--- src/hw/rtl/frustum_box_classify_core_defines.svh ---
// Assertion macros shared by the frustum box classifier RTL.
// Each macro expects signals named clk and rst_n in the including scope.
`ifndef FRUSTUM_BOX_CLASSIFY_CORE_DEFINES_SVH
`define FRUSTUM_BOX_CLASSIFY_CORE_DEFINES_SVH

// Condition in one cycle implies a consequence in the same cycle.
`define FBC_ASSERT_NOW(lbl, pre, post, msg) \
    lbl: assert property (@(posedge clk) disable iff (!rst_n) (pre) |-> (post)) else $error(msg);

// Condition in one cycle implies a consequence in the next cycle.
`define FBC_ASSERT_NEXT(lbl, pre, post, msg) \
    lbl: assert property (@(posedge clk) disable iff (!rst_n) (pre) |=> (post)) else $error(msg);

`endif

--- src/hw/rtl/fbc_pkg.sv ---
`timescale 1ns / 1ps
// Shared types and constants for the frustum box classifier.
// No dependencies; imported by every RTL module of the block.
package fbc_pkg;

    // Default sizes of the block.
    localparam int COORD_BITS_DEF  = 16;
    localparam int PLANE_COUNT_DEF = 6;

    // Plane register file layout.
    localparam int REG_COUNT  = 6;
    localparam int REG_BITS   = 64;
    localparam int ADDR_BITS  = 6;
    localparam int COEF_BITS  = 12;
    localparam int OFFS_BITS  = 28;

    // Field positions inside a packed plane register.
    localparam int COEF_A_LSB = 52;
    localparam int COEF_B_LSB = 40;
    localparam int COEF_C_LSB = 28;

    // Verdict codes.
    localparam logic [1:0] VERDICT_OUT     = 2'd0;
    localparam logic [1:0] VERDICT_CLIP    = 2'd1;
    localparam logic [1:0] VERDICT_CONTAIN = 2'd2;
    localparam logic [1:0] VERDICT_RSVD    = 2'd3;

    // Running classification carried down the cell chain.
    typedef struct packed {
        logic outside;
        logic contain;
    } cull_flags_t;

endpackage

--- src/hw/rtl/fbc_plane_cell.sv ---
`timescale 1ns / 1ps
// One cell of the classifier chain: tests the box against a single plane.
// Depends on fbc_pkg for plane field layout and the flag struct.
module fbc_plane_cell
    import fbc_pkg::*;
#(
    parameter int COORD_BITS = COORD_BITS_DEF
)
(
    input  logic                       clk,
    input  logic                       rst_n,
    input  logic                       adv,
    input  logic [REG_BITS-1:0]        plane,
    input  logic                       in_valid,
    input  logic [2:0][COORD_BITS-1:0] in_lo,
    input  logic [2:0][COORD_BITS-1:0] in_hi,
    input  cull_flags_t                in_flags,
    output logic                       out_valid,
    output logic [2:0][COORD_BITS-1:0] out_lo,
    output logic [2:0][COORD_BITS-1:0] out_hi,
    output cull_flags_t                out_flags
);

    localparam int PROD_W = COEF_BITS + COORD_BITS;
    localparam int SUM_W  = ((PROD_W > OFFS_BITS) ? PROD_W : OFFS_BITS) + 2;

    logic signed [COEF_BITS-1:0]  coef [3];
    logic signed [OFFS_BITS-1:0]  offs;
    logic signed [COORD_BITS-1:0] lo_s [3];
    logic signed [COORD_BITS-1:0] hi_s [3];
    logic signed [COORD_BITS-1:0] big_c [3];
    logic signed [COORD_BITS-1:0] sml_c [3];
    logic signed [PROD_W-1:0]     pmax_next [3];
    logic signed [PROD_W-1:0]     pmin_next [3];
    logic signed [PROD_W-1:0]     pmax_reg [3];
    logic signed [PROD_W-1:0]     pmin_reg [3];
    logic signed [SUM_W-1:0]      smax;
    logic signed [SUM_W-1:0]      smin;

    logic                         mid_valid_reg;
    logic [2:0][COORD_BITS-1:0]   mid_lo_reg;
    logic [2:0][COORD_BITS-1:0]   mid_hi_reg;
    cull_flags_t                  mid_flags_reg;

    logic                         valid_reg;
    logic [2:0][COORD_BITS-1:0]   lo_reg;
    logic [2:0][COORD_BITS-1:0]   hi_reg;
    cull_flags_t                  flags_reg;
    cull_flags_t                  flags_next;

    // Unpack plane coefficients.
    assign coef[0] = plane[COEF_A_LSB +: COEF_BITS];
    assign coef[1] = plane[COEF_B_LSB +: COEF_BITS];
    assign coef[2] = plane[COEF_C_LSB +: COEF_BITS];
    assign offs    = plane[OFFS_BITS-1:0];

    // Pick the max and min vertex per axis, then form the six products.
    // Sorting each axis first keeps the test exact for inverted boxes.
    always_comb
    begin
        for (int k = 0; k < 3; k++)
        begin
            lo_s[k]  = in_lo[k];
            hi_s[k]  = in_hi[k];
            big_c[k] = (lo_s[k] > hi_s[k]) ? lo_s[k] : hi_s[k];
            sml_c[k] = (lo_s[k] > hi_s[k]) ? hi_s[k] : lo_s[k];
            if (coef[k][COEF_BITS-1])
            begin
                pmax_next[k] = PROD_W'(coef[k]) * PROD_W'(sml_c[k]);
                pmin_next[k] = PROD_W'(coef[k]) * PROD_W'(big_c[k]);
            end
            else
            begin
                pmax_next[k] = PROD_W'(coef[k]) * PROD_W'(big_c[k]);
                pmin_next[k] = PROD_W'(coef[k]) * PROD_W'(sml_c[k]);
            end
        end
    end

    // First stage: product registers and pass-through of the box.
    always_ff @(posedge clk or negedge rst_n)
    begin
        if (!rst_n)
        begin
            mid_valid_reg <= 1'b0;
        end
        else if (adv)
        begin
            mid_valid_reg <= in_valid;
        end
    end

    always_ff @(posedge clk)
    begin
        if (adv)
        begin
            pmax_reg      <= pmax_next;
            pmin_reg      <= pmin_next;
            mid_lo_reg    <= in_lo;
            mid_hi_reg    <= in_hi;
            mid_flags_reg <= in_flags;
        end
    end

    // Second stage: plane sums at the two extreme vertices and flag update.
    always_comb
    begin
        smax = SUM_W'(pmax_reg[0]) + SUM_W'(pmax_reg[1]) + SUM_W'(pmax_reg[2])
             + SUM_W'(offs);
        smin = SUM_W'(pmin_reg[0]) + SUM_W'(pmin_reg[1]) + SUM_W'(pmin_reg[2])
             + SUM_W'(offs);
        flags_next.outside = mid_flags_reg.outside | smax[SUM_W-1];
        flags_next.contain = mid_flags_reg.contain & ~smin[SUM_W-1];
    end

    always_ff @(posedge clk or negedge rst_n)
    begin
        if (!rst_n)
        begin
            valid_reg <= 1'b0;
        end
        else if (adv)
        begin
            valid_reg <= mid_valid_reg;
        end
    end

    always_ff @(posedge clk)
    begin
        if (adv)
        begin
            lo_reg    <= mid_lo_reg;
            hi_reg    <= mid_hi_reg;
            flags_reg <= flags_next;
        end
    end

    assign out_valid = valid_reg;
    assign out_lo    = lo_reg;
    assign out_hi    = hi_reg;
    assign out_flags = flags_reg;

endmodule

--- config.mk ---
export PLATFORM = sky130hd
export DESIGN_NAME = fbc_plane_cell
export DESIGN_NICKNAME = d
export VERILOG_FILES = /design/src/hw/rtl/frustum_box_classify_core_defines.svh /design/src/hw/rtl/fbc_pkg.sv /design/src/hw/rtl/fbc_plane_cell.sv
export SDC_FILE = /design/constraint.sdc
export NUM_CORES = 2
export LEC_CHECK = 0
export ABC_AREA = 1
export BUFFER_PORTS_ARGS = -buffer_cell sky130_fd_sc_hd__buf_2
export CORE_AREA = 8 8 422 424
export DETAILED_ROUTE_END_ITERATION = 10
export DIE_AREA = 0 0 430 432
export PLACE_DENSITY = 0.54
export SYNTH_ARGS = -nofsm -noshare
export SYNTH_HDL_FRONTEND = slang
export SYNTH_SLANG_ARGS = --single-unit
--- constraint.sdc ---
create_clock -name clk -period 7.2 [get_ports clk]
set_input_delay 1.44 -clock clk [delete_from_list [all_inputs] [get_ports clk]]
set_output_delay 1.44 -clock clk [all_outputs]
set_load 0.02 [all_outputs]
# --- Word-level counts from Yosys, hierarchy flattened ---
# Index checks and enable logic that the tools add are counted.
# Widths: inputs -> output; s select.
word_totals:
  register_bits: 366
  in_bits: 166
  output_inout_bits: 99
  wordCells: 54
op_classes:
  add_sub_neg: 6
  mul: 6
  magnitude_cmp: 3
  mux: 12
  n_bitwise: 3
op_table:
  columns: ["cell", "count"]
  rows:
  - ["$mul 12x16->28", 6]
  - ["$mux 28", 6]
  - ["$mux 16", 6]
  - ["$add 29x28->30", 2]
  - ["$add 30x28->30", 2]
  - ["$add 28x28->29", 2]
  - ["$gt 16x16->1", 3]
  - ["$and 1x1->1", 1]
  - ["$not 1->1", 1]
  - ["$or 1x1->1", 1]

# --- Depth between registers and ports, before layout ---
depth:
  depth_word: 5
  ltp_mapped: 42

# --- Worst setup path before layout ---
# OpenSTA, ideal clock, no wires.
synth_path:
  path_type: "input port to flip-flop"
  start: "input port in_hi[21] in the netlist's numbering"
  end: "register pmax_reg[53] in the netlist's numbering, data pin"
  setup_ps: 254
  arrival_ps: 7181
  slack_ps: -235
  path_stages: 34
  path_buffers: 2
  path_cell_list: "inv_1 ha_1 a21oi_1 nor2_1 nor2_1 nand2_1 nand2_1 nand2_1 nand2_2 nand3_4 buf_4 nand2_1 o21ai_4 nor2_1 inv_1 fa_1 inv_1 ha_1 inv_1 fa_1 inv_1 fa_1 inv_1 fa_1 inv_1 ha_1 clkbuf_1 a21oi_1 o21ai_0 a21oi_1 nand3_1 or2_2 nand3_1 nand2_1"
synth_rtl:
  columns: ["item", "line", "source"]
  rows:
  - ["start: declaration", "fbc_plane_cell.sv:16", "input logic [2:0][COORD_BITS-1:0] in_hi,"]
  - ["end signal: assignment", "fbc_plane_cell.sv:97", "pmax_reg <= pmax_next;"]
  - ["end: declaration", "fbc_plane_cell.sv:35", "logic signed [PROD_W-1:0] pmax_reg [3];"]

==> flow_metrics.py <==
metrics = {
    "detailed_routing": {
        "drt-initial-drc-count": 2818,
        "final_antenna_net_count": 0,
        "via_per_inst": 4.821,
        "wl_mm": 200.5,
        "avgRoutedWirePerCell_um": 19.22,
        "num_vias": 50320,
        "first_pass_iters": 6,
        "drc_errors": 0,
    },
    "logic_synthesis": {
        "synthCells": 6801,
        "synth_fa_ha_area_share_pct": 47.91,
        "synth_edf_count": 364,
        "synth_most_common_cell": "inv_1",
        "synth_top_family_by_area": "adder cells",
        "ys_ff_latch": 366,
        "syn_avg_cell_area_um2": 9.000,
        "yosysSeqAreaShare_pct": 17.94,
        "yosys_warnings": 0,
        "yosys.area_share.simple_pct": 16.08,
        "ys.flop_type": "edfxtp_1",
        "synth.top_cell.area_share_pct": 38.59,
        "netlist_top_cells_count": "1,486 x inv_1, 1,408 x nand2_1, 1,180 x fa_1",
        "synth-xor-area-share_pct": 1.459,
        "synth_cell_type_count": 48,
        "synthArstFlopShare_pct": 0.5464,
        "synth_compound_area_share_pct": 5.746,
        "synth_top_area_cell": "fa_1",
        "syn-cell-area_mm2": 0.06121,
        "syn-num-nets": 8603,
        "muxShareOfSynthArea_pct": 0,
        "ys_top_cells_by_area": "fa_1 39%, edfxtp_1 18%, ha_1 9.3%, inv_1 9.1%, nand2_1 8.6%",
    },
    "critical_path": {
        "required_ps": 7590,
        "cp-end-kind": "register",
        "crit_fanout": 8,
        "cp_data_arrival_time_ps": 7640,
        "crit_slowest_cell": "fa_2",
        "crit_path_max_incr_delay_ps": 600,
        "cp-start-kind": "input port",
        "critPathKind": "in -> reg",
        "ff2ff_setup_slack_ps": 3900,
    },
    "sta": {
        "maxSlewViolCount": 0,
        "final.setup.tns_ps": -91.30,
        "worst_pin_slew_ps": 1027,
        "fin_ws_ps": -52.49,
        "fmax_ghz": 0.1379,
        "post-route-period-util_pct": 100.7,
        "rsz0062_at_grt": "yes",
        "period_minus_slack_ps": 7252,
        "final-setup-viol-count": 4,
        "hold_violations": 0,
        "clock_skew_ps": 22.29,
        "slew_headroom_pct": 30.79,
    },
    "floorplanning": {
        "ioPinCount": 265,
        "core_area_mm2": 0.1710,
        "start_util_pct": 35.80,
        "std_cell_rows": 152,
        "die_x_um": 430,
        "dieArea_mm2": 0.1858,
        "die_h_um": 432,
    },
    "outcome": {
        "violations": "negative setup slack",
        "status": "complete, but fails checks",
    },
    "finish": {
        "post-route-util_pct": 47.41,
        "instances_no_fill": 10440,
        "drive_gt1_share_pct": 31.48,
        "finalNetCount": 9963,
        "syn2layout_area_growth_pct": 32.42,
        "final_cell_area_mm2": 0.08106,
    },
    "min_path": {
        "hold_class": "reg -> reg",
    },
    "place": {
        "gp_congestion": 0.9373,
        "dp.cells": 10170,
        "portBuffers": 264,
        "placed_cell_area_mm2": 0.07302,
        "hpwl_mm": 167.8,
    },
    "global_routing": {
        "antenna_found_initial": 29,
        "grt_pass1_wl_mm": 306.6,
        "track_usage_pct": 21.15,
        "grt.overflow.total": 0,
        "grt_pass1_vias": 53190,
        "grt_max_degree": 137,
    },
    "clock_tree": {
        "clk_pin_slew_worst_paths_ps": 60,
        "cts_root_buf": "clkbuf_16",
        "clock_sinks": 366,
        "cts_max_level": 2,
        "cts_tree": "done",
        "clk_latency_ps": 650,
        "clock_path_buffers": 3,
        "cts_made_buffers": 48,
        "cts_hold_buf": 0,
    },
    "job": {
        "max_cap_violations": 0,
    },
}
## stage by stage
step / setup WS, ps / hold WS [ps]
2_1_floorplan: -38.26 / 400.3
3_3_place_gp: -1043 / 401.3
3_5_place_dp: -1102 / 404.5
4_1_cts: 2.100 / 398.7
5_1_grt: -244.0 / 406.5
6_report: -52.49 / 400.6
## cells in the final DEF (no fill, tap or decap), types with 127 or more instances in the layout
cell type | netlist | layout
buf_2 | 5 | 235
buf_4 | 12 | 1090
edfxtp_1 | 364 | 364
fa_1 | 1180 | 1121
ha_1 | 456 | 315
ha_4 | 0 | 127
inv_1 | 1486 | 1373
inv_2 | 82 | 158
nand2_1 | 1408 | 1244
nand2_2 | 12 | 144
nand3_1 | 228 | 185
nor2_1 | 619 | 493
## cell type report
type / count / area [um^2]
fillers: 16210 / 89920
inverters: 1571 / 6007
diodes: 8 / 20.02
flip-flops and latches: 366 / 10980
repair buffers: 1475 / 11690
multi-input cells: 4699 / 48060
well taps: 2233 / 2794
clock inverters: 26 / 269.0
clock buffers: 58 / 1239
## logic make-up (layout without fill, tap and decap cells)
family | after synthesis | count (layout)
buf+inv | 1740 | 3130
other cells | 0 | 8
xor+xnor | 102 | 102
simple gates | 2419 | 2423
compound gates | 538 | 538
fa+ha+maj | 1636 | 1636
flops | 366 | 366
## repair_timing
action,4_1_cts,5_1_grt
endpoints found under the setup margin,73,118
resized for setup,120,1076
setup buffers,22,139
pin swaps,32,364
gates cloned,2,14
## worst paths after layout
check                                     from  cells past startpoint       endpoint
worst min register to register  mid_hi_reg[13]                      0     out_hi[13]
worst max-delay path                 in_hi[31]                     35   pmax_reg[55]
max in group asynchronous                rst_n                      1  mid_valid_reg
worst max register to register    pmin_reg[27]                     14   out_flags[0]
worst min-delay path            mid_hi_reg[13]                      0     out_hi[13]
min in group asynchronous                rst_n                      1      out_valid
## worst max-delay path: cells and delay by family
kind                       cells  cell delay, ps
adders and majority gates      7            3160
AOI/OAI and AO/OA              2             140
buffers and inverters         10            1030
and+or+nand+nor               16            1840
## routing by layer
layer	vias up	routed length (um)	global-route usage, %	part of all wire [%]
met5	-	0	0	0
met4	0	6776	6.276	3.4
met3	322	10720	3.152	5.3
met2	1303	98400	36.22	49
met1	25350	84650	27.82	42
li1	23340	-	-	-
Power is not shown: default switching activity piles up to over one toggle a cycle in this logic, so the estimate is an artifact.
