$ cat src/hw/rtl/frustum_box_classify_core_defines.svh
// Assertion macros shared by the frustum box classifier RTL.
// Each macro expects signals named clk and rst_n in the including scope.
`ifndef FRUSTUM_BOX_CLASSIFY_CORE_DEFINES_SVH
`define FRUSTUM_BOX_CLASSIFY_CORE_DEFINES_SVH

// Condition in one cycle implies a consequence in the same cycle.
`define FBC_ASSERT_NOW(lbl, pre, post, msg) \
    lbl: assert property (@(posedge clk) disable iff (!rst_n) (pre) |-> (post)) else $error(msg);

// Condition in one cycle implies a consequence in the next cycle.
`define FBC_ASSERT_NEXT(lbl, pre, post, msg) \
    lbl: assert property (@(posedge clk) disable iff (!rst_n) (pre) |=> (post)) else $error(msg);

`endif

$ cat src/hw/rtl/fbc_pkg.sv
`timescale 1ns / 1ps
// Shared types and constants for the frustum box classifier.
// No dependencies; imported by every RTL module of the block.
package fbc_pkg;

    // Default sizes of the block.
    localparam int COORD_BITS_DEF  = 16;
    localparam int PLANE_COUNT_DEF = 6;

    // Plane register file layout.
    localparam int REG_COUNT  = 6;
    localparam int REG_BITS   = 64;
    localparam int ADDR_BITS  = 6;
    localparam int COEF_BITS  = 12;
    localparam int OFFS_BITS  = 28;

    // Field positions inside a packed plane register.
    localparam int COEF_A_LSB = 52;
    localparam int COEF_B_LSB = 40;
    localparam int COEF_C_LSB = 28;

    // Verdict codes.
    localparam logic [1:0] VERDICT_OUT     = 2'd0;
    localparam logic [1:0] VERDICT_CLIP    = 2'd1;
    localparam logic [1:0] VERDICT_CONTAIN = 2'd2;
    localparam logic [1:0] VERDICT_RSVD    = 2'd3;

    // Running classification carried down the cell chain.
    typedef struct packed {
        logic outside;
        logic contain;
    } cull_flags_t;

endpackage

$ cat src/hw/rtl/fbc_plane_regs.sv
`timescale 1ns / 1ps
// APB-style register file holding the packed frustum planes.
// Depends on fbc_pkg for the register count and address width.
module fbc_plane_regs
    import fbc_pkg::*;
(
    input  logic                               clk,
    input  logic                               rst_n,
    input  logic                               psel,
    input  logic                               penable,
    input  logic                               pwrite,
    input  logic [ADDR_BITS-1:0]               paddr,
    input  logic [REG_BITS-1:0]                pwdata,
    output logic [REG_BITS-1:0]                prdata,
    output logic                               pready,
    output logic [REG_COUNT-1:0][REG_BITS-1:0] planes
);

    logic [REG_COUNT-1:0][REG_BITS-1:0] plane_reg;
    logic [ADDR_BITS-4:0]               reg_idx;
    logic                               idx_valid;
    logic                               wr_en;

    // Registers sit at 8-byte strides.
    assign reg_idx   = paddr[ADDR_BITS-1:3];
    assign idx_valid = (32'(reg_idx) < REG_COUNT);
    assign wr_en     = psel & penable & pwrite & idx_valid;
    assign pready    = 1'b1;

    // Plane storage; writes beyond the register list are dropped.
    always_ff @(posedge clk or negedge rst_n)
    begin
        if (!rst_n)
        begin
            plane_reg <= '0;
        end
        else if (wr_en)
        begin
            plane_reg[reg_idx] <= pwdata;
        end
    end

    // Read data; unmapped addresses read as zero.
    always_comb
    begin
        if (idx_valid)
        begin
            prdata = plane_reg[reg_idx];
        end
        else
        begin
            prdata = '0;
        end
    end

    assign planes = plane_reg;

endmodule

$ cat config.mk
export PLATFORM = sky130hd
export DESIGN_NAME = fbc_plane_regs
export DESIGN_NICKNAME = d
export VERILOG_FILES = /design/src/hw/rtl/frustum_box_classify_core_defines.svh /design/src/hw/rtl/fbc_pkg.sv /design/src/hw/rtl/fbc_plane_regs.sv
export SDC_FILE = /design/constraint.sdc
export NUM_CORES = 1
export LEC_CHECK = 0
export BUFFER_PORTS_ARGS = -buffer_cell sky130_fd_sc_hd__buf_2
export CAP_MARGIN = 15
export CELL_PAD_IN_SITES_DETAIL_PLACEMENT = 0
export CELL_PAD_IN_SITES_GLOBAL_PLACEMENT = 1
export CORE_AREA = 2 2 228 230
export CTS_CLUSTER_SIZE = 8
export DETAILED_ROUTE_END_ITERATION = 16
export DIE_AREA = 0 0 230 232
export PLACE_DENSITY_LB_ADDON = 0.1
export SYNTH_ARGS = -nofsm -noshare
export SYNTH_HDL_FRONTEND = slang
export SYNTH_SLANG_ARGS = --single-unit
$ cat constraint.sdc
create_clock -name clk -period 2.3 [get_ports clk]
set_input_delay 0.23 -clock clk [delete_from_list [all_inputs] [get_ports clk]]
set_output_delay 0.23 -clock clk [all_outputs]
set_load 0.05 [all_outputs]
---- Yosys cells after proc, flatten, opt, wreduce, memory -nomap -nowiden ----
Index checks and enable logic that the tools add are counted.
cells by class
  $lt $le $gt $ge ......................... 3
  reductions and logical operators ........ 1
  bitwise logic cells ..................... 3
  multiplexer cells ....................... 6
operator list
  kind                  count
  $bwmux W384           1
  $bmux W64 S3          1
  $demux W64 S3         1
  $mux W64              3
  $lt A3 B4 Y1 const B  1
  $and A1 B1 Y1         3
  $ge A3 B1 Y1 const B  1
  $lt A3 B3 Y1 const B  1
  $logic_and A1 B1 Y1   1
word-level totals
  word-level logic and storage cells ...... 19
  bits of input ports ..................... 75
  bits in registers ....................... 384
  output and inout port bits .............. 449

---- Logic depth before layout (Yosys ltp) ----
Gate-level depths: netlist of run 1.
  word-level depth ........................ 5
  depth in mapped cells ................... 6
  mapped depth without buffers ............ 3

---- Least setup slack after synthesis of run 1 ----
Ideal clock, no wire load.
  path kind ............................... reg2out
  start point ............................. reg plane_reg, in the netlist planes[254]
  end point ............................... out prdata[62]
  required time ........................... 2.070 ns
  slack ................................... -0.137 ns
  cell stages (with the launch flop) ...... 4
  arrival ................................. 2.207 ns
  path buffers ............................ 0
  path through ............................ dfrtp_1 > mux2i_1 > or2_1 > a221oi_1
between the ends
  word-level cells in the longest chain between the ends .. 3
RTL lines
  element                          line                  source
  start, declared                  fbc_plane_regs.sv:19  logic [REG_COUNT-1:0][REG_BITS-1:0] plane_reg;
  start signal, assigned by index  fbc_plane_regs.sv:39  plane_reg[reg_idx] <= pwdata;
  $bmux W64 S3                     fbc_plane_regs.sv:48  prdata = plane_reg[reg_idx];
  $mux W64 (not written as such)   fbc_plane_regs.sv:48
  $mux W64                         fbc_plane_regs.sv:46  if (idx_valid)
  end, declared                    fbc_plane_regs.sv:14  output logic [REG_BITS-1:0] prdata,
Every way passes these cells. The select of a mux whose other input is x is not followed.

---- Worst setup path after layout of run 1 ----
  start point ............................. reg plane_reg, in the netlist planes[255]
  end point ............................... out prdata[63]
Same word-level chain as after synthesis.

==> results of run 1 <==
==> worst max-delay path by stage <==
stage | from | endpoint | slack, ns | cells past startpoint
after floorplan | paddr[3] | prdata[0] | 0.1 | 5
after global placement | paddr[4] | prdata[63] | 0.30 | 6
after detailed placement | paddr[4] | prdata[63] | 0.29 | 6
after CTS | planes[255]$_DFFE_PN0P_ | prdata[63] | 0.05 | 4
after global routing | planes[254]$_DFFE_PN0P_ | prdata[62] | 0.14 | 4
final | planes[255]$_DFFE_PN0P_ | prdata[63] | 0.24 | 4
==> critical path, stage by stage (launching register included) <==
cell and delay (ns):
dfrtp_1 0.37, inv_1 0.06, o32ai_2 0.37, a221o_1 0.17
buf_2 0.28
==> timing repair <==
action                                 in CTS  in global routing
setup endpoints to repair                   0                  1
hold buffers                               65                  0
endpoints found under the hold margin     429                  0
gates resized for setup                     0                  1
==> per-layer routing <==
| layer | GRT usage (%) | wire length, µm |
|---|---|---|
| met1 | 29.4 | 26300 |
| met2 | 36.5 | 29100 |
| met3 | 6.19 | 4090 |
| met4 | 6.37 | 1410 |
| met5 | 0 | 0 |
==> synthesized netlist by cell type, types with 2 or more instances <==
cell type | n | area share (%)
mux2_2 | 309 | 20
nor2_8 | 6 | 0.68
buf_2 | 16 | 0.45
dfrtp_1 | 384 | 55
mux2i_1 | 145 | 8.2
nor2b_1 | 2 | 0.071
nand2b_1 | 2 | 0.071
a221o_1 | 23 | 1.3
buf_4 | 15 | 0.64
o21ai_0 | 40 | 1.1
mux2_1 | 98 | 6.3
inv_1 | 23 | 0.49
o22a_1 | 40 | 2.0
clkbuf_1 | 12 | 0.26
buf_6 | 39 | 2.5
o32ai_1 | 23 | 1.1
==> final cells by class <==
cell class / count / area [µm²]
well taps: 680 / 851
fillers: 4757 / 27600
clock inverters: 1 / 8.76
clock buffers: 59 / 1430
multi-input cells: 697 / 7290
repair buffers: 635 / 3960
inverters: 23 / 86.3
diodes: 1 / 2.50
flip-flops and latches: 384 / 9610
==> cells by family after synthesis <==
| logic type | after synthesis |
|---|---|
| multiplexers | 552 |
| flip-flops | 384 |
| AO/OA/AOI/OAI | 128 |
| buffers and inverters | 105 |
| AND/OR/NAND/NOR | 16 |
| other | 1 |
==> power by group <==
group / internal [mW] / switching (mW) / total (mW)
Combinational: 2.60 / 7.57 / 10.2
Clock: 4.30 / 2.82 / 7.12
Sequential: 8.10 / 1.02 / 9.12
Total: 15.0 / 11.4 / 26.4
==> stage by stage <==
stage          power (mW)  cells  hold WS, ns  instance area, µm²
2_1_floorplan        16.4   1186      -0.0656               17600
6_report             26.4   2480        0.161               23200
5_1_grt              27.5   2479        0.195               23200
4_1_cts              26.7   2479        0.175               23200
3_5_place_dp         19.4   2354        0.215               21100
3_3_place_gp         19.3   2354        0.217               21100
==> results.txt, run 1 <==
pre-CTS WS = 0.289 ns
vias in the first global route = 13.2k
max_slew headroom = 65.7%
Synthesized Nets = 1261
Critical Path Source Type = register
CP max FO = 3
final setup violation count = 0
largest net degree at the start of global routing = 82
VDD IR max = 0.000598 V
Fmax = 0.486 GHz
DRC viols = 0
die area = 53400 µm²
largest family of logic cells by synthesized area = multiplexers
DP Wirelength = 41.0 mm
layout cells sized above 1 = 53.0%
number of flip-flops in the largest register = 384
Starting Density = 34.6%
H-tree depth = 2
Yosys warnings = 0
Maximum Capacitance Violations = 0
setup bufs post-CTS = 0
Layout Area Growth over Synthesis = 31.9%
Max Slew Vio Count = 0
number of synthesized flops with an enable pin = 0
Detail Route Antenna Nets = 0
WL/cell = 24.6 µm
unrepaired setup endpoints after global routing = false
initial drt markers = 586
Avg Inst Size Synth = 14.9 µm²
static leakage power = 11.8 nW
multiplexer share of the synthesized area = 34.2%
Setup CP Type = register to primary output
drt total wl = 60.9 mm
xor and xnor area share after synthesis = 0%
first-pass GRT wire length = 89.6 mm
commonest non-fill, non-tap cell in the layout = buf_2
prevailing post-synth register cell = dfrtp_1
TritonCTS clock tree = built
ys async rst share = 100%
Critical Path AT = 1.83 ns
Adder-Cell Fraction of Synth Area = 0%
CTS buffer count = 54
Die W = 230 µm
clock buffer depth = 3
reg2reg start = planes[29]$_DFFE_PN0P_
Mapped Cells = 1186
final hold violation count = 0
sequential element share of the synthesized area = 54.5%
Crit path required time = 2.07 ns
I/O Buffers = 519
Synth Area in Compound Gates = 5.67%
Setup WS post-layout = 0.244 ns
pwr/cell area = 1140 nW/µm²
Nets = 1870
root buf cell = clkbuf_16
status = completed
Final min period = 2.06 ns
worst min-delay path category = input port to asynchronous set/reset pin
gpl congestion = 0.784
grt total ovfl = 0
core area = 50900 µm²
Die Span Y = 232 µm
clk_skew = 0 ns
# IOs = 524
Synth Register Bits = 384
Tot GR Track Use = 22.5%
FF-to-FF End = planes[29]$_DFFE_PN0P_
CTS clk-pin slew, worst paths = 0.05 ns
Final Cycle Share = 89.4%
DR pass1 iterations = 6
CTS sink count = 384
most frequent cells in the layout = 517 x buf_2, 384 x dfrtp_1, 309 x mux2_2, 145 x mux2i_1, 98 x mux2_1
Yosys cell types = 25
post-route setup TNS = 0 ns
Worst Reg-to-Reg Cells = 1
Reg2Reg Setup Slack = 1.48 ns
row count = 83
vias = 12.5k
later-pin clock latency in the skew report = 0.59 ns
Mapped Area = 17600 µm²
Final Util = 45.7%
Least-Margin Pin Slew = 0.514 ns
initial antenna violation count = 1
Critical Path End Type = primary output
DR vias/cell = 5.05
simple-gate portion of the synthesized area = 1.22%
Note: power is estimated with default switching activity, not from simulation.
==> run 2, diff against run 1 <==
--- a/config.mk
+++ b/config.mk
@@ -5,7 +5,6 @@
 export SDC_FILE = /design/constraint.sdc
 export NUM_CORES = 1
 export LEC_CHECK = 0
-export BUFFER_PORTS_ARGS = -buffer_cell sky130_fd_sc_hd__buf_2
 export CAP_MARGIN = 15
 export CELL_PAD_IN_SITES_DETAIL_PLACEMENT = 0
 export CELL_PAD_IN_SITES_GLOBAL_PLACEMENT = 1
@@ -13,7 +12,8 @@
 export CTS_CLUSTER_SIZE = 8
 export DETAILED_ROUTE_END_ITERATION = 16
 export DIE_AREA = 0 0 230 232
-export PLACE_DENSITY_LB_ADDON = 0.1
+export DONT_BUFFER_PORTS = 1
+export PLACE_DENSITY = 0.68
 export SYNTH_ARGS = -nofsm -noshare
 export SYNTH_HDL_FRONTEND = slang
 export SYNTH_SLANG_ARGS = --single-unit
==> run 2 against run 1 <==
  * The run now ends with negative hold slack left
  * Wire length down 7.9%
  * Cell count down 19%
  * Worst hold slack got worse by 0.80 ns
  * Maximum frequency down 8.4%
  * Largest power group is now sequential cells
  * Non-clock buffer count is 461 lower
  * Highest routed layer unchanged
==> results.txt, run 2 (synthesized netlist as in run 1, its figures left out) <==
layout cells sized above 1 = 42.0% (was 53.0%)
Critical Path AT = 2.01 ns (was 1.83 ns)
failing checks = negative hold slack
static leakage power = 9.62 nW (was 11.8 nW)
final hold violation count = 384 (was 0)
cts hold-fix bufs = 64 (was 65)
Starting Density = 34.6% (unchanged)
pwr/cell area = 1190 nW/µm² (was 1140 nW/µm²)
Detail Route Antenna Nets = 0 (unchanged)
Final min period = 2.24 ns (was 2.06 ns)
initial antenna violation count = 0 (was 1)
grt total ovfl = 0 (unchanged)
CTS buffer count = 54 (unchanged)
Non-Filler Instances = 2019 (was 2480)
setup bufs post-CTS = 0 (unchanged)
Final Cycle Share = 97.6% (was 89.4%)
unrepaired setup endpoints after global routing = false (unchanged)
Crit path required time = 2.07 ns (about the same)
Die Span Y = 232 µm (unchanged)
final setup violation count = 0 (unchanged)
Hold WS = -0.642 ns (was 0.161 ns)
Layout Area Growth over Synthesis = 20.5% (was 31.9%)
Worst Reg-to-Reg Cells = 1 (unchanged)
Pwr Total = 25.2 mW (was 26.4 mW)
Fmax = 0.445 GHz (was 0.486 GHz)
DR vias/cell = 5.58 (was 5.05)
WL/cell = 27.8 µm (was 24.6 µm)
GR Util met3 = 7.64% (was 6.19%)
Critical Path End Type = primary output (unchanged)
number of flip-flops in the largest register = 384 (unchanged)
DR pass1 iterations = 4 (was 6)
Max Slew Vio Count = 0 (unchanged)
core area = 50900 µm² (unchanged)
CTS sink count = 384 (unchanged)
largest net degree at the start of global routing = 385 (was 82)
max_slew headroom = 31.3% (was 65.7%)
# IOs = 524 (unchanged)
DP Wirelength = 35.2 mm (was 41.0 mm)
Least-Margin Pin Slew = 1.03 ns (was 0.514 ns)
M2 GR Usage = 34.4% (was 36.5%)
placed insts = 1894 (was 2354)
die area = 53400 µm² (unchanged)
vias in the first global route = 11.9k (was 13.2k)
VDD IR max = 0.000645 V (was 0.000598 V)
CP max FO = 3 (unchanged)
first-pass GRT wire length = 82.0 mm (was 89.6 mm)
Die W = 230 µm (unchanged)
clk_skew = 0 ns (unchanged)
drt total wl = 56.1 mm (was 60.9 mm)
CTS clk-pin slew, worst paths = 0.05 ns (about the same)
H-tree depth = 2 (unchanged)
post-route setup TNS = 0 ns (unchanged)
later-pin clock latency in the skew report = 0.57 ns (was 0.59 ns)
worst min-delay path category = input port to asynchronous set/reset pin (unchanged)
gpl congestion = 0.824 (was 0.784)
Ant. Diodes = 0 (was 1)
commonest non-fill, non-tap cell in the layout = dfrtp_1 (was buf_2)
I/O Buffers = 0 (was 519)
Maximum Capacitance Violations = 0 (unchanged)
clock buffer depth = 3 (unchanged)
TritonCTS clock tree = built (unchanged)
Critical Path Source Type = register (unchanged)
status = finished with violations (was completed)
vias = 11.3k (was 12.5k)
Nets = 1409 (was 1870)
DRC viols = 0 (unchanged)
row count = 83 (unchanged)
most frequent cells in the layout = 316 x dfrtp_1, 309 x mux2_2, 145 x mux2i_1, 98 x mux2_1, 78 x buf_4 (was 517 x buf_2, 384 x dfrtp_1, 309 x mux2_2, 145 x mux2i_1, 98 x mux2_1)
initial drt markers = 474 (was 586)
GR Layer Usage met1 = 24.0% (was 29.4%)
root buf cell = clkbuf_16 (unchanged)
Setup CP Type = register to primary output (unchanged)
Tot GR Track Use = 20.4% (was 22.5%)
most crowded layer after global routing = met2 (unchanged)
## run 2: routing by layer
layer	wire length (µm)	vias up
li1	-	4677
met1	21800	5994
met2	27700	483
met3	5090	102
met4	1450	0
met5	0	-
## run 2: path summary, 6_finish.rpt
kind / startpoint / end / slack, ns
max: planes[260]$_DFFE_PN0P_ / prdata[4] / 0.06
min in group clk: penable / planes[65]$_DFFE_PN0P_ / 0.13
max in group asynchronous: rst_n / planes[284]$_DFFE_PN0P_ / 2.20
min reg2reg: planes[263]$_DFFE_PN0P_ / planes[263]$_DFFE_PN0P_ / 0.72
min: rst_n / planes[53]$_DFFE_PN0P_ / -0.64
max reg2reg: planes[51]$_DFFE_PN0P_ / planes[51]$_DFFE_PN0P_ / 1.19
## run 2: final cells by class
type,count,area [µm²]
Clock inverter,2,10.0
Clock buffer,59,1430
Sequential cell,384,9690
Tap cell,680,851
Timing Repair Buffer,174,1870
Multi-Input combinational cell,697,7300
Fill cell,4686,29600
Inverter,23,86.3
## run 2: worst max-delay path, stage by stage (launching register included)
cell and delay [ns]:
dfrtp_1 0.57, mux2_2 0.37, a221o_1 0.34, buf_12 0.16
## run 2: per-stage QoR
step / hold slack [ns] / instance area [µm²] / util (%) / setup WS [ns]
finish: -0.642 / 21200 / 41.7 / 0.0552
global route: -0.675 / 21200 / 41.7 / 0.000886
floorplan: -0.0656 / 17600 / - / 0.0999
detailed placement: -0.0560 / 19100 / 37.4 / 0.369
global placement: -0.0573 / 19100 / 37.4 / 0.421
CTS: -0.688 / 21200 / 41.6 / 0.000177
## run 2: power by group
| group | internal [mW] | total [mW] | switching, mW |
|---|---|---|---|
| Combinational | 1.98 | 4.12 | 2.14 |
| Clock | 4.30 | 7.11 | 2.82 |
| Sequential | 8.05 | 14.0 | 5.94 |
| Total | 14.3 | 25.2 | 10.9 |
## run 2: timing repair
action / in CTS / in global routing
setup endpoints to repair: 16 / 19
gates resized for setup: 31 / 39
hold endpoints to repair: 768 / 384
